<file path="src/rtl/assert_macros.svh">
// Assertion helpers shared by the RTL.
`ifndef ASSERT_MACROS_SVH
`define ASSERT_MACROS_SVH

// Implication checked on every clock edge outside of reset.
`define ASSERT_CLK(label, clk, rst_n, prop, msg) \
    label: assert property (@(posedge clk) disable iff (!rst_n) (prop)) else $error(msg);

// Implication checked on every clock edge, reset included.
`define ASSERT_ALWAYS(label, clk, prop, msg) \
    label: assert property (@(posedge clk) (prop)) else $error(msg);

`endif

</file>
<file path="src/rtl/tlq_pkg.sv">
`timescale 1ns / 1ps
package tlq_pkg;
    localparam int COORD_BITS = 12;
    localparam int FRAC_BITS  = 4;
    localparam int WID_W      = 12;
    localparam int VERT_W     = 18;
    localparam int COLOR_W    = 32;
    localparam int NUM_W      = COORD_BITS + WID_W;
    localparam int L2_W       = 2 * COORD_BITS + 1;
    localparam int PW         = L2_W + 2 * (WID_W + 1) + 1;
    localparam int GW         = WID_W + L2_W;
    localparam int SQ_STEPS   = WID_W;
    localparam int CFG_IDX_W  = 2;
    localparam int IDX_W      = 4;

    localparam logic [CFG_IDX_W-1:0] CFG_LINE_WIDTH = 2'd0;
    localparam logic [CFG_IDX_W-1:0] CFG_LINE_COLOR = 2'd1;
    localparam logic [CFG_IDX_W-1:0] CFG_BACK_COLOR = 2'd2;

    localparam logic [WID_W-1:0]   RST_LINE_WIDTH = 12'd64;
    localparam logic [COLOR_W-1:0] RST_LINE_COLOR = 32'hFFFF_FFFF;
    localparam logic [COLOR_W-1:0] RST_BACK_COLOR = 32'h9999_9980;

    typedef struct packed {
        logic [COORD_BITS-1:0] sx;
        logic [COORD_BITS-1:0] sy;
        logic [COORD_BITS-1:0] ex;
        logic [COORD_BITS-1:0] ey;
        logic                  neg;
        logic                  degen;
    } t_geom;

    typedef struct packed {
        logic [PW-1:0]    p;
        logic [GW-1:0]    g;
        logic [WID_W-1:0] f;
    } t_lane;

    typedef struct packed {
        t_geom           geom;
        logic [L2_W-1:0] l2;
        logic [PW-1:0]   n2x;
        logic [PW-1:0]   n2y;
        t_lane           lx;
        t_lane           ly;
    } t_sq;

    // One bit of floor(sqrt(n2 / l2)): try f + 2^b, keeping p = f^2*l2, g = f*l2.
    function automatic t_lane sq_step(t_lane a, logic [L2_W-1:0] l2,
                                      logic [PW-1:0] n2, int unsigned b);
        logic [PW-1:0] cand;
        t_lane r;
        cand = a.p + (PW'(a.g) << (b + 1)) + (PW'(l2) << (2 * b));
        r = a;
        if (cand <= n2) begin
            r.p = cand;
            r.g = a.g + (GW'(l2) << b);
            r.f = a.f | (WID_W'(1) << b);
        end
        return r;
    endfunction
endpackage

</file>
<file path="src/rtl/tlq_front.sv">
`timescale 1ns / 1ps
// Swap, delta, squares and products: three register stages.
module tlq_front (
    input  logic                             i_clk,
    input  logic                             i_rst_n,
    input  logic                             i_en,
    input  logic                             i_valid,
    input  logic [tlq_pkg::COORD_BITS-1:0]   i_sx,
    input  logic [tlq_pkg::COORD_BITS-1:0]   i_sy,
    input  logic [tlq_pkg::COORD_BITS-1:0]   i_ex,
    input  logic [tlq_pkg::COORD_BITS-1:0]   i_ey,
    input  logic [tlq_pkg::WID_W-1:0]        i_width,
    output logic                             o_valid,
    output tlq_pkg::t_sq                     o_sq
);
    localparam int C = tlq_pkg::COORD_BITS;

    logic [2:0] r_v;

    tlq_pkg::t_geom n_g1, r_g1, r_g2;
    logic [C-1:0] n_adx, r_adx, n_dy, r_dy;
    logic [tlq_pkg::L2_W-1:0] r_l2;
    logic [tlq_pkg::NUM_W-1:0] r_numx, r_numy;
    tlq_pkg::t_sq r_sq;

    always_comb begin
        if (i_ey < i_sy) begin
            n_g1.sx = i_ex; n_g1.sy = i_ey; n_g1.ex = i_sx; n_g1.ey = i_sy;
        end else begin
            n_g1.sx = i_sx; n_g1.sy = i_sy; n_g1.ex = i_ex; n_g1.ey = i_ey;
        end
        n_g1.neg   = n_g1.ex < n_g1.sx;
        n_g1.degen = (n_g1.ex == n_g1.sx) && (n_g1.ey == n_g1.sy);
        n_adx = n_g1.neg ? (n_g1.sx - n_g1.ex) : (n_g1.ex - n_g1.sx);
        n_dy  = n_g1.ey - n_g1.sy;
    end

    always_ff @(posedge i_clk) begin
        if (!i_rst_n) begin
            r_v <= '0;
        end else if (i_en) begin
            r_v <= {r_v[1:0], i_valid};
        end
    end

    always_ff @(posedge i_clk) begin
        if (i_en) begin
            r_g1   <= n_g1;
            r_adx  <= n_adx;
            r_dy   <= n_dy;
            r_g2   <= r_g1;
            r_l2   <= tlq_pkg::L2_W'(r_adx * r_adx) + tlq_pkg::L2_W'(r_dy * r_dy);
            r_numx <= tlq_pkg::NUM_W'(r_adx * i_width);
            r_numy <= tlq_pkg::NUM_W'(r_dy * i_width);
            r_sq.geom <= r_g2;
            r_sq.l2   <= r_l2;
            r_sq.n2x  <= tlq_pkg::PW'(r_numx * r_numx);
            r_sq.n2y  <= tlq_pkg::PW'(r_numy * r_numy);
            r_sq.lx   <= '0;
            r_sq.ly   <= '0;
        end
    end

    assign o_valid = r_v[2];
    assign o_sq    = r_sq;
endmodule

</file>
<file path="config.mk">
export PLATFORM = sky130hd
export DESIGN_NAME = tlq_front
export DESIGN_NICKNAME = d
export VERILOG_FILES = /design/src/rtl/assert_macros.svh /design/src/rtl/tlq_pkg.sv /design/src/rtl/tlq_front.sv
export SDC_FILE = /design/constraint.sdc
export NUM_CORES = 2
export LEC_CHECK = 0
export BUFFER_PORTS_ARGS = -buffer_cell sky130_fd_sc_hd__buf_2
export CELL_PAD_IN_SITES_DETAIL_PLACEMENT = 2
export CELL_PAD_IN_SITES_GLOBAL_PLACEMENT = 2
export CORE_MARGIN = 4
export CORE_UTILIZATION = 36
export DETAILED_ROUTE_END_ITERATION = 8
export MAX_ROUTING_LAYER = met4
export PLACE_DENSITY = 0.75
export SLEW_MARGIN = 20
export SYNTH_ARGS = -nofsm -noshare
export SYNTH_HDL_FRONTEND = slang
export SYNTH_SLANG_ARGS = --single-unit
</file>
<file path="constraint.sdc">
create_clock -name i_clk -period 7.8 [get_ports i_clk]
set_input_delay 0.39 -clock i_clk [delete_from_list [all_inputs] [get_ports i_clk]]
set_output_delay 0.39 -clock i_clk [all_outputs]
set_load 0.05 [all_outputs]
</file>
Word-level counts from Yosys, hierarchy flattened. Index checks and enable logic that the tools add are counted.

Word-level logic and storage cells: 44. Bits in registers: 371. Output and inout port bits: 382.

Multiplexer cells: 2. Magnitude comparators: 2. Reduce and logical (&&, ||, !) cells: 1. Equality and inequality tests: 2. Multiply operators: 6. Add/subtract/negate cells: 4.

Operators with widths (number): multiplier 12 x 12 -> 24 bit (4); multiplier 24 x 24 -> 48 bit (2); two-way mux 48 bit (1); subtractor 12 bit (3); adder 24 x 24 -> 25 bit (1); equality test 12 bit (2); less-than comparator 12 bit (2); two-way mux 12 bit (1); logical AND 1 bit (1).

Longest topological paths before layout.
Word-level depth: 4. Depth in mapped cells: 28. Mapped depth without buffers: 27.

Worst setup path before layout. Ideal clock, no wire load.

Path type: reg2reg. Start point: reg r_numy[12] (netlist name). End point: reg r_sq, in the netlist o_sq[246] (data pin). Period minus slack after synthesis: 7.229 ns. Library setup time: 0.266 ns. Cell stages (with the launch flop): 26. Required time: 7.534 ns. Path slack: 0.571 ns. Arrival: 6.963 ns. Path through: edfxtp_1 -> clkbuf_1 -> nand2_1 -> fa_1 -> inv_1 -> fa_1 -> inv_1 -> fa_1 -> inv_1 -> fa_1 -> fa_1 -> fa_1 -> inv_1 -> fa_1 -> inv_1 -> ha_1 -> a21o_1 -> a21o_1 -> a21o_1 -> a221o_1 -> nor3_1 -> o311a_1 -> o221a_2 -> nor3_1 -> o41ai_1 -> xnor2_1.

Longest elaborated chain between the ends: 1.

RTL lines: start, declared (line tlq_front.sv:23) `logic [tlq_pkg::NUM_W-1:0] r_numx, r_numy;`; start signal, assigned (line tlq_front.sv:54) `r_numy <= tlq_pkg::NUM_W'(r_dy * i_width);`; multiplier 24 x 24 -> 48 bit (line tlq_front.sv:58) `r_sq.n2y <= tlq_pkg::PW'(r_numy * r_numy);`; end, declared (line tlq_front.sv:24) `tlq_pkg::t_sq r_sq;`.

No other way between the ends. A chain may end at the register's enable or synchronous reset.

Final worst setup path.
Start point: reg r_numx[16] (netlist name). End point: reg r_sq, in the netlist o_sq[294] (data pin).

Longest elaborated chain between the ends: 1.

RTL lines: start, declared (line tlq_front.sv:23); start signal, assigned (line tlq_front.sv:53) `r_numx <= tlq_pkg::NUM_W'(r_adx * i_width);`; multiplier 24 x 24 -> 48 bit (line tlq_front.sv:57) `r_sq.n2x <= tlq_pkg::PW'(r_numx * r_numx);`.

No other way between the ends.

==> impl_metrics.tcl <==
set metrics [dict create \
    synth_area_leader_cell "fa_1" \
    final_net_count 8744 \
    worstSkewPairLatency_ps 690 \
    hold_class "in2reg" \
    start_util_pct 36.19 \
    ys_ff_latch 369 \
    first_global_vias 53460 \
    worst_path_dominant_cell_family "adder cells" \
    reg2reg_slack_ps 230 \
    ys_seq_area_share_pct 17.11 \
    finalCritPeriodShare_pct 97.03 \
    max_stage_delay_ps 560 \
    synth_ff_type "edfxtp_1" \
    netlist_instances 6535 \
    via_count 43830 \
    clock-root-buffer "clkbuf_16" \
    row_count 155 \
    synthesis.area_mm2 0.06457 \
    wl_per_cell_um 20.11 \
    ant_nets 0 \
    gr-usage-all-layers_pct 20.72 \
    skew_ps 43.31 \
    setup_viol 0 \
    max_cap_violations 0 \
    wirelength_um 185900 \
    grt-ovfl-total 0 \
    drtIter0Drc 1704 \
    cts_sinks 369 \
    dieHeight_um 431.5 \
    path_buf_inv 7 \
    period_needed_ps 7568 \
    worst-path-max-fanout 7 \
    cts_tree "built" \
    min_path_cells 3 \
    area_delta_synth_final_pct 9.450 \
    drc_errors 0 \
    critPathRequiredTime_ps 8240 \
    rr_worst_depth 25 \
    crit_path_end_kind "flop" \
    maxSlewHeadroom_pct 45.76 \
    reg2reg_to "o_sq[294]" \
    cp_slowest_cell "fa_1" \
    mostFrequentLayoutCells "1738 x inv_1, 1246 x fa_1, 691 x nand2_1, 599 x ha_1, 403 x and2_1" \
    place.gp.congestion 0.8559 \
    fmax_ghz 0.1321 \
    cts_buffer_depth 3 \
    clkTransAtPathRegs_ps 70 \
    startpoint_type "flop" \
    via_per_inst 4.739 \
    synth_warnings 0 \
    antenna_found_initial 25 \
    htree_num_levels 2 \
    synth_top_cell_area_share_pct 38.63 \
    status "complete, no violations" \
    ys_async_sr_fraction_pct 0 \
    hpwl_um 153800 \
    grt_pass1_wl_um 295700 \
    multi_input_area_mm2 0.04550 \
    crit_top_cell "fa_1" \
    final_core_util_pct 39.61 \
    final_cell_area_mm2 0.07067 \
    crit_arrival_ps 8010 \
    final_hold_viol_count 0 \
    cts_made_buffers 50 \
    place_area_mm2 0.06817 \
    core_mm2 0.1784 \
    drive_above_1_share_pct 8.049 \
    grt_max_degree 120 \
    hold_path_end "r_g1[25]" \
    design.portCount 446 \
    crit_type "reg2reg" \
    seq_area_mm2 0.01105 \
    synth_area_leaders "fa_1 39%, edfxtp_1 17%, ha_1 12%" \
    yosysUniqueCellTypes 84 \
    io_buffers 233 \
    die_x_um 431.5 \
    drv_slew 0 \
    hp-start "i_sx[11]" \
    die_area_mm2 0.1862 \
    final_common_cell "inv_1" \
    n_fill_cell 19220 \
    worstMarginPinSlew_ps 813.6 \
    synth_edf_count 366 \
    reg2reg_from "r_numx[16]" \
    synth.avg_cell_area_um2 9.881 \
    dr.pass1.iters 5 \
]
## kinds of logic (layout without fill, tap and decap cells)
group	Yosys count	after routing	share of synthesized area (%)
adder cells (fa/ha/maj)	1855	1855	50.39
AO/OA/AOI/OAI	476	476	4.782
multiplexers	26	26	0.4205
AND/OR/NAND/NOR	1476	1476	10.99
buffers and inverters	2147	2271	13.76
XOR/XNOR	185	185	2.538
flip-flops	369	369	17.11
other	1	235	0.005807
## per-layer routing
| layer | GRT usage (%) | wire length [um] |
|---|---|---|
| met5 | - | 0 |
| met4 | 5.502 | 5015 |
| met3 | 2.410 | 5597 |
| met2 | 37.85 | 100800 |
| met1 | 24.11 | 74500 |
## timing repair
item                                    CTS  global route
gates resized for setup                   2            14
endpoints found under the setup margin    2            22
buffers inserted                         16            46
pin swaps                                 0             1
hold buffers                             15             0
hold endpoints to repair                 14             0
## final cells by class
class	count	share of cell area, %
multi-input combinational	4230	64.38
sequential	369	15.64
inverter	1738	9.231
tap	2355	4.169
timing repair buffer	446	4.075
clock buffer	55	1.797
clock inverter	32	0.6338
antenna	23	0.08144
## synthesized netlist by cell type, drive strengths merged (4+ instances only)
| library cell | n |
|---|---|
| buf | 224 |
| nor2 | 153 |
| o21a | 22 |
| a21oi | 132 |
| o21bai | 17 |
| or2 | 11 |
| a211o | 8 |
| nand4 | 15 |
| nor4 | 6 |
| and3 | 12 |
| o21ai | 115 |
| a211oi | 21 |
| xor2 | 55 |
| a21boi | 13 |
| o211a | 4 |
| nand2 | 691 |
| a21o | 59 |
| edfxtp | 366 |
| inv | 1738 |
| and2 | 403 |
| mux2i | 17 |
| nand3 | 37 |
| nor2b | 53 |
| clkbuf | 185 |
| nand2b | 40 |
| mux2 | 9 |
| and4 | 5 |
| xnor2 | 130 |
| o211ai | 10 |
| a31oi | 11 |
| maj3 | 10 |
| nor3 | 27 |
| fa | 1246 |
| or3 | 15 |
| o22ai | 5 |
| a221oi | 6 |
| o311ai | 5 |
| ha | 599 |
| o31ai | 11 |
## registers in the layout, indices dropped and copies added, names as in the netlist
register	count
r_l2	25
r_adx	12
o_sq	169
r_dy	12
r_numy	24
r_numx	24
r_g2	50
r_v	3
r_g1	50
## through the flow
stage | setup slack (ps) | hold slack, ps | TNS (ps) | instances
4_1_cts | 44.86 | 0.3464 | 0 | 9179
5_1_grt | -70.91 | 53.81 | -316.1 | 9246
6_report | 232.0 | 66.66 | 0 | 9248
3_3_place_gp | 115.4 | 401.6 | 0 | 9061
3_5_place_dp | -116.4 | 405.1 | -174.2 | 9061
2_1_floorplan | 571.5 | 400.3 | 0 | 6746
## worst max-delay path by stage
stage | start | endpoint | slack [ps] | depth (start not counted)
2_1_floorplan | r_numy[12] | o_sq[246] | 570 | 25
3_3_place_gp | r_numy[0] | o_sq[246] | 120 | 24
3_5_place_dp | r_numx[10] | o_sq[289] | -120 | 28
4_1_cts | r_numy[0] | o_sq[246] | 40 | 24
5_1_grt | r_numx[12] | o_sq[301] | -70 | 27
6_report | r_numx[16] | o_sq[294] | 230 | 25
## worst reg2reg max path: cells and delay by family (launching register included)
kind            cells  cell delay (ps)
fa+ha+maj           8             3760
compound gates      6             1370
buf+inv             7              860
flops               1              530
simple gates        3              450
mux                 1              360
Power is not shown: default switching activity piles up to over one toggle a cycle in this logic, so the estimate is an artifact.
