### src/rtl/assert_macros.svh
// Assertion helpers shared by the RTL.
`ifndef ASSERT_MACROS_SVH
`define ASSERT_MACROS_SVH

// Implication checked on every clock edge outside of reset.
`define ASSERT_CLK(label, clk, rst_n, prop, msg) \
    label: assert property (@(posedge clk) disable iff (!rst_n) (prop)) else $error(msg);

// Implication checked on every clock edge, reset included.
`define ASSERT_ALWAYS(label, clk, prop, msg) \
    label: assert property (@(posedge clk) (prop)) else $error(msg);

`endif

### src/rtl/tlq_pkg.sv
`timescale 1ns / 1ps
package tlq_pkg;
    localparam int COORD_BITS = 12;
    localparam int FRAC_BITS  = 4;
    localparam int WID_W      = 12;
    localparam int VERT_W     = 18;
    localparam int COLOR_W    = 32;
    localparam int NUM_W      = COORD_BITS + WID_W;
    localparam int L2_W       = 2 * COORD_BITS + 1;
    localparam int PW         = L2_W + 2 * (WID_W + 1) + 1;
    localparam int GW         = WID_W + L2_W;
    localparam int SQ_STEPS   = WID_W;
    localparam int CFG_IDX_W  = 2;
    localparam int IDX_W      = 4;

    localparam logic [CFG_IDX_W-1:0] CFG_LINE_WIDTH = 2'd0;
    localparam logic [CFG_IDX_W-1:0] CFG_LINE_COLOR = 2'd1;
    localparam logic [CFG_IDX_W-1:0] CFG_BACK_COLOR = 2'd2;

    localparam logic [WID_W-1:0]   RST_LINE_WIDTH = 12'd64;
    localparam logic [COLOR_W-1:0] RST_LINE_COLOR = 32'hFFFF_FFFF;
    localparam logic [COLOR_W-1:0] RST_BACK_COLOR = 32'h9999_9980;

    typedef struct packed {
        logic [COORD_BITS-1:0] sx;
        logic [COORD_BITS-1:0] sy;
        logic [COORD_BITS-1:0] ex;
        logic [COORD_BITS-1:0] ey;
        logic                  neg;
        logic                  degen;
    } t_geom;

    typedef struct packed {
        logic [PW-1:0]    p;
        logic [GW-1:0]    g;
        logic [WID_W-1:0] f;
    } t_lane;

    typedef struct packed {
        t_geom           geom;
        logic [L2_W-1:0] l2;
        logic [PW-1:0]   n2x;
        logic [PW-1:0]   n2y;
        t_lane           lx;
        t_lane           ly;
    } t_sq;

    // One bit of floor(sqrt(n2 / l2)): try f + 2^b, keeping p = f^2*l2, g = f*l2.
    function automatic t_lane sq_step(t_lane a, logic [L2_W-1:0] l2,
                                      logic [PW-1:0] n2, int unsigned b);
        logic [PW-1:0] cand;
        t_lane r;
        cand = a.p + (PW'(a.g) << (b + 1)) + (PW'(l2) << (2 * b));
        r = a;
        if (cand <= n2) begin
            r.p = cand;
            r.g = a.g + (GW'(l2) << b);
            r.f = a.f | (WID_W'(1) << b);
        end
        return r;
    endfunction
endpackage

### src/rtl/tlq_emit.sv
`timescale 1ns / 1ps
// Holds one segment and walks its ten vertices out (one word if degenerate), one word per cycle while not stalled.
module tlq_emit (
    input  logic                          i_clk,
    input  logic                          i_rst_n,
    input  logic                          i_valid,
    input  tlq_pkg::t_sq                  i_sq,
    input  logic [tlq_pkg::COLOR_W-1:0]   i_line_color,
    input  logic [tlq_pkg::COLOR_W-1:0]   i_back_color,
    input  logic                          i_stall,
    output logic                          o_load,
    output logic                          o_valid,
    output logic signed [tlq_pkg::VERT_W-1:0] o_vert_x,
    output logic signed [tlq_pkg::VERT_W-1:0] o_vert_y,
    output logic [tlq_pkg::COLOR_W-1:0]   o_vert_color,
    output logic                          o_strip_kind,
    output logic                          o_is_last,
    output logic                          o_degenerate
);
    localparam int V = tlq_pkg::VERT_W;
    localparam int F = tlq_pkg::FRAC_BITS;
    localparam logic [tlq_pkg::IDX_W-1:0] LAST_IDX = 4'd9;

    typedef enum logic [1:0] {OFF_N, OFF_ZERO, OFF_MN, OFF_MD} t_off;

    logic r_busy, r_degen;
    logic [tlq_pkg::IDX_W-1:0] r_idx;
    logic signed [V-1:0] r_sx, r_sy, r_ex, r_ey, r_ax, r_ay;

    logic fire, last;
    logic [tlq_pkg::WID_W:0] qx, qy;
    logic signed [V-1:0] mx, my;
    logic use_end, use_line;
    t_off off;
    logic signed [V-1:0] bx, by, ox, oy;

    assign fire   = r_busy && !i_stall;
    assign last   = r_degen || (r_idx == LAST_IDX);
    assign o_load = !r_busy || (fire && last);

    always_comb begin
        qx = ({1'b0, i_sq.lx.f} + 1'b1) >> 1;
        qy = ({1'b0, i_sq.ly.f} + 1'b1) >> 1;
        mx = V'(qx);
        my = V'(qy);
    end

    always_ff @(posedge i_clk) begin
        if (!i_rst_n) begin
            r_busy <= 1'b0;
            r_idx  <= '0;
        end else if (o_load) begin
            r_busy <= i_valid;
            r_idx  <= '0;
        end else if (fire) begin
            r_idx <= r_idx + 1'b1;
        end
    end

    always_ff @(posedge i_clk) begin
        if (o_load) begin
            r_degen <= i_sq.geom.degen;
            r_sx    <= V'({i_sq.geom.sx, F'(0)});
            r_sy    <= V'({i_sq.geom.sy, F'(0)});
            r_ex    <= V'({i_sq.geom.ex, F'(0)});
            r_ey    <= V'({i_sq.geom.ey, F'(0)});
            r_ax    <= i_sq.geom.neg ? -mx : mx;
            r_ay    <= my;
        end
    end

    // Vertex table: base point, offset and colour per position.
    always_comb begin
        unique case (r_idx)
            4'd0:    begin use_end = 1'b0; off = OFF_N;    use_line = 1'b0; end
            4'd1:    begin use_end = 1'b1; off = OFF_N;    use_line = 1'b0; end
            4'd2:    begin use_end = 1'b0; off = OFF_ZERO; use_line = 1'b1; end
            4'd3:    begin use_end = 1'b1; off = OFF_ZERO; use_line = 1'b1; end
            4'd4:    begin use_end = 1'b0; off = OFF_MN;   use_line = 1'b0; end
            4'd5:    begin use_end = 1'b1; off = OFF_MN;   use_line = 1'b0; end
            4'd6:    begin use_end = 1'b0; off = OFF_N;    use_line = 1'b0; end
            4'd7:    begin use_end = 1'b0; off = OFF_MD;   use_line = 1'b0; end
            4'd8:    begin use_end = 1'b0; off = OFF_ZERO; use_line = 1'b1; end
            default: begin use_end = 1'b0; off = OFF_MN;   use_line = 1'b0; end
        endcase
        bx = use_end ? r_ex : r_sx;
        by = use_end ? r_ey : r_sy;
        // normal is (-ay, ax)
        unique case (off)
            OFF_N:    begin ox = -r_ay; oy = r_ax;  end
            OFF_ZERO: begin ox = '0;    oy = '0;    end
            OFF_MN:   begin ox = r_ay;  oy = -r_ax; end
            default:  begin ox = -r_ax; oy = -r_ay; end
        endcase
    end

    assign o_valid      = r_busy;
    assign o_vert_x     = r_degen ? '0 : bx + ox;
    assign o_vert_y     = r_degen ? '0 : by + oy;
    assign o_vert_color = r_degen ? '0 : (use_line ? i_line_color : i_back_color);
    assign o_strip_kind = !r_degen && (r_idx > 4'd5);
    assign o_is_last    = last;
    assign o_degenerate = r_degen;
endmodule

### config.mk
export PLATFORM = sky130hd
export DESIGN_NAME = tlq_emit
export DESIGN_NICKNAME = d
export VERILOG_FILES = /design/src/rtl/assert_macros.svh /design/src/rtl/tlq_pkg.sv /design/src/rtl/tlq_emit.sv
export SDC_FILE = /design/constraint.sdc
export NUM_CORES = 1
export LEC_CHECK = 0
export ABC_CLOCK_PERIOD_IN_PS = 4400
export BUFFER_PORTS_ARGS = -buffer_cell sky130_fd_sc_hd__buf_2
export CAP_MARGIN = 10
export CORE_AREA = 8 8 199 201
export DETAILED_ROUTE_END_ITERATION = 12
export DIE_AREA = 0 0 207 209
export GPL_ROUTABILITY_DRIVEN = 0
export GPL_TIMING_DRIVEN = 1
export PLACE_DENSITY_LB_ADDON = 0.15
export SLEW_MARGIN = 20
export SYNTH_ARGS = -nofsm -noshare
export SYNTH_HDL_FRONTEND = slang
export SYNTH_SLANG_ARGS = --single-unit
### constraint.sdc
create_clock -name i_clk -period 4.4 [get_ports i_clk]
set_clock_uncertainty 0.1 [all_clocks]
set_input_delay 0.66 -clock i_clk [delete_from_list [all_inputs] [get_ports i_clk]]
set_output_delay 0.66 -clock i_clk [all_outputs]
set_load 0.02 [all_outputs]
== Word level (Yosys, flattened, before mapping) ==
Memory sizes are Yosys's and may differ from the RTL's. A register that Yosys moved wholly into a read port is not among the register bits.
Index checks and enable logic that the tools add are counted.
Operators by class
  add/subtract/negate cells: 8
  reduce and logical (&&, ||, !) cells: 10
  multiplexer cells: 11
  eq/ne operators: 3
  bitwise gates (word level): 1
  $lt $le $gt $ge: 1
Operators by type and width (count)
  $pmux 18 s3: 2
  $mux 32: 2
  $add 16x18->18: 2
  $mux 18: 2
  $neg 12->18: 2
  $mux 16: 2
  $add 12x1->13 const B: 2
  $neg 18->18: 1
  $mux 12: 1
  $mux 4: 2
  $add 4x1->4 const B: 1
  $eq 4x4->1 const B: 1
  $gt 4x3->1 const B: 1
  $logic_and 1x1->1: 3
  $logic_not 1->1: 3
  $eq 2x1->1 const B: 1
  $eq 2x2->1 const B: 1
  $logic_not 2->1: 1
  $logic_or 1x1->1: 2
  $reduce_or 2->1: 1
  $not 1->1: 1
Storage, ports and cells
  memories: 1
  ROM bits: 64
  logic and storage cells: 45
  register bits: 84
  input port bits: 449
Memories
  (no name shown): depth 16, bits a word 4, read ports 1, clocked after Yosys merged registers in 1, write ports 0, RTL line tlq_emit.sv:74  | unique case (r_idx)

== Logic depth before layout (Yosys ltp) ==
  depth after elaboration: 6
  gate-level depth with buffers: 15
  depth with buffers taken out: 15

== Worst setup path before layout ==
No wires, ideal clock.
  path type: flip-flop to output port
  start: reg r_ay[2]
  end: out o_vert_y[16] in the netlist's numbering
  cell stages (with the launch flop): 15
  setup slack: -272 ps
  arrival: 3912 ps
  path buffers: 1
  path through: edfxtp_1 -> or3_1 -> or4_1 -> buf_2 -> nor2_1 -> xor2_1 -> mux2i_1 -> a22o_1 -> ha_1 -> or3_1 -> o21ai_0 -> a21oi_1 -> or4_1 -> and4_1 -> nor3_1
Between the ends
  cells in the longest elaborated chain, start to end: 4
Ends and longest elaborated chain
  start: declaration: RTL line tlq_emit.sv:28  | logic signed [V-1:0] r_sx, r_sy, r_ex, r_ey, r_ax, r_ay;
  start signal: assignment: RTL line tlq_emit.sv:68  | r_ay <= my;
  $neg 12->18: RTL line tlq_emit.sv:93  | default: begin ox = -r_ax; oy = -r_ay; end
  $pmux 18 s3: RTL line tlq_emit.sv:89  | unique case (off)
  $add 16x18->18: RTL line tlq_emit.sv:99  | assign o_vert_y = r_degen ? '0 : by + oy;
  $mux 18: RTL line tlq_emit.sv:99
  end: declaration: RTL line tlq_emit.sv:14  | output logic signed [tlq_pkg::VERT_W-1:0] o_vert_y,
Every way passes these cells.

== Final worst setup path ==
Ends and elaborated chain as after synthesis.

==> results.cfg <==
[sta]
period_share_pct = 112
tightest_slew_ps = 968
hold_viol_final = 0
worst_slack_ps = -521
tns_ps = -4670
hold_ws_ps = 374
drv_slew = 0
post-route-min-period_ps = 4920
setup_violations = 18
rsz0062_at_grt = yes
clock.fmax_ghz = 0.203
max_slew_margin_pct = 35.4

[cts]
ctsHtreeMaxLevel = 3
clk_pin_slew_ps = 70
clkLatencyLatePin_ps = 350
cts_buffers = 9
clk_path_buf_depth = 2
root_buffer = clkbuf_16
cts_tree = built
clkSinkCount = 88
postCtsHoldBufs = 0

[hold_path]
min_from = i_sq[362]
min_path_cells = 1
hold_class = in -> reg

[run]
maxCapViolCount = 0

[finish]
drive_gt1_share_pct = 45.9
n_antenna_cell = 0
area_delta_synth_final_pct = 52.5
finalNonFillerCells = 1571
nets = 1581
fillers = 3925

[route]
drtPass1Iterations = 4
postRouteAntennaNets = 0
num_vias = 6894
wl_um = 30500
wire_per_inst_um = 19.4
drc = 0
vias_per_cell = 4.39
drt_iter0_drc = 319

[synthesis]
async_flop_share_pct = 0
synth.top_cell.area_share_pct = 34.2
synthMuxAreaShare_pct = 9.71
synth_top_area_cell = edfxtp_1
ys_ff_latch = 88
ys_types = 62
synth_compound_area_share_pct = 15.2
yosys_warnings = 0
synth_edf_count = 79
syn_inst = 754
syn_area_per_cell_um2 = 9.19
synthXorXnorAreaFrac_pct = 9.60
seq_area_frac_synth_pct = 36.8
synthTopCellsByCount = nor2_1 (114), edfxtp_1 (79), nand2_1 (48)
synth_fa_ha_area_share_pct = 6.35
synth.top_cells.by_area = edfxtp_1 (34%), nor2_1 (6.2%), ha_1 (5.8%)
synth_top_family_by_area = simple AND/OR/NAND/NOR gates
ys.flop_type = edfxtp_1
synthSimpleGateAreaFrac_pct = 18.8
synth_fp_nets = 1237
yosysMostFrequentCell = nor2_1
netlist_area_um2 = 6930

[global_route]
grt_use_total_pct = 13.8
antenna_found_initial = 1
grt_pass1_wl_um = 44800
grt_pass1_vias = 7227
grt.overflow.total = 0
grt_max_degree = 80

[placed_design]
place_inst = 1535
hpwl_um = 25600
numPortBuffers = 214
post-place-ws_ps = -448

[status]
status = complete, but fails checks
violations = setup timing

[power_and_ir_drop]
power.density_nw_per_um2 = 289
power.total_mw = 3.06
ir_worst_vdd_v = 0.000181
power_leakage_nw = 4.39

[worst_setup_path]
crit_arrival_ps = 4160
critical_path_class = reg -> out
critPathLaunch = r_ay[2]$_DFFE_PP_
cp_max_fo = 4
r2r_cells = 6
r2r-start = r_idx[0]$_SDFFE_PP0P_
end_kind = output port
cp.required_ps = 3640
start_kind = register

[floorplan]
die_w_um = 207
core_area_um2 = 36300
io_pins = 522
die-area_um2 = 43300
initial_utilization_pct = 19.1
row_count = 70
die_y_um = 209
-- cell families (layout without fill, tap and decap cells) --
family                   after synthesis  count (layout)
AO/OA/AOI/OAI                        152             152
XOR/XNOR                              76              76
adder cells (fa/ha/maj)               34              34
buffers and inverters                 63             412
flip-flops                            88              88
multiplexers                          64              64
AND/OR/NAND/NOR                      277             277
-- layer usage --
layer	part of all wire (%)	wire length (um)	vias up	track usage [%]
met4	7.0	2140	0	9.74
li1	-	-	3447	-
met2	48	14700	184	23.4
met3	4.0	1210	44	2.87
met5	0	0	-	0
met1	41	12500	3219	15.3
-- report_power, final --
part	internal, mW	switching [mW]	total [mW]
sequential	0.991	0.0388	1.03
combinational	0.589	0.655	1.24
clock	0.439	0.346	0.785
-- critical path: stages (launching register included) --
cell,delay (ps)
edfxtp_1,390
or3_4,400
or4_4,500
nor2_4,170
xor2_1,160
mux2i_1,90
a22o_1,270
ha_4,210
or3_4,370
o21ai_2,80
a21oi_1,60
or4_4,540
and4_4,200
nor3_4,210
buf_6,150
-- metrics by stage --
step	instance area (um2)	util, %
after floorplan	6950	-
after global placement	9490	26.2
after detailed placement	9490	26.2
after CTS	10200	28.2
after global routing	10600	29.2
final	10600	29.2
-- sequential cells by signal (all words and copies together), names as in the netlist, 2 cells and up --
signal	count
r_sx	12
r_ax	18
r_ay	12
off	2
r_ey	12
r_idx	4
r_sy	12
r_ex	12
-- layout make-up --
cell class	instances	area [um2]	area share (%)
flip-flops and latches	88	2550	24.2
clock buffers	9	225	2.13
clock inverters	7	72.6	0.686
repair buffers	371	2360	22.3
multi-input cells	603	4680	44.2
well taps	468	586	5.54
inverters	25	97.6	0.923
-- worst paths after layout --
check	endpoint	slack, ps
setup / recovery	o_vert_y[16]	-520
hold / removal	r_sy[9]$_DFFE_PP_	370
setup reg to reg	r_ax[14]$_SDFFCE_PN0P_	2140
hold reg to reg	r_idx[3]$_SDFFE_PP0P_	550
-- layout by cell type, fill, tap and decap left out, types with 5 or more instances in the layout --
| cell type | instances |
|---|---|
| xor2_1 | 30 |
| o22ai_1 | 5 |
| nor3_2 | 6 |
| nor3_1 | 21 |
| mux2i_1 | 38 |
| xnor2_1 | 41 |
| a22o_1 | 5 |
| mux2_2 | 25 |
| o21ai_0 | 21 |
| or3_1 | 9 |
| buf_4 | 155 |
| buf_2 | 200 |
| o21a_1 | 10 |
| o21ai_1 | 5 |
| nand2b_1 | 7 |
| a21o_1 | 6 |
| ha_1 | 19 |
| nor2b_1 | 8 |
| nand2_1 | 45 |
| dfxtp_1 | 8 |
| edfxtp_1 | 79 |
| inv_1 | 21 |
| clkbuf_16 | 9 |
| ha_4 | 11 |
| a21oi_1 | 16 |
| a31oi_1 | 5 |
| buf_6 | 15 |
| a22oi_1 | 6 |
| nand3_1 | 15 |
| o21ai_2 | 8 |
| nor2_1 | 109 |
| a21oi_2 | 8 |
| and3_1 | 11 |
| a32o_2 | 6 |
| o31ai_1 | 6 |
-- repair_timing --
action	CTS	global route
gates resized for setup	97	52
pin swaps	31	33
setup endpoints to repair	21	21
setup buffers	10	10
(Power assumes the default switching activity.)
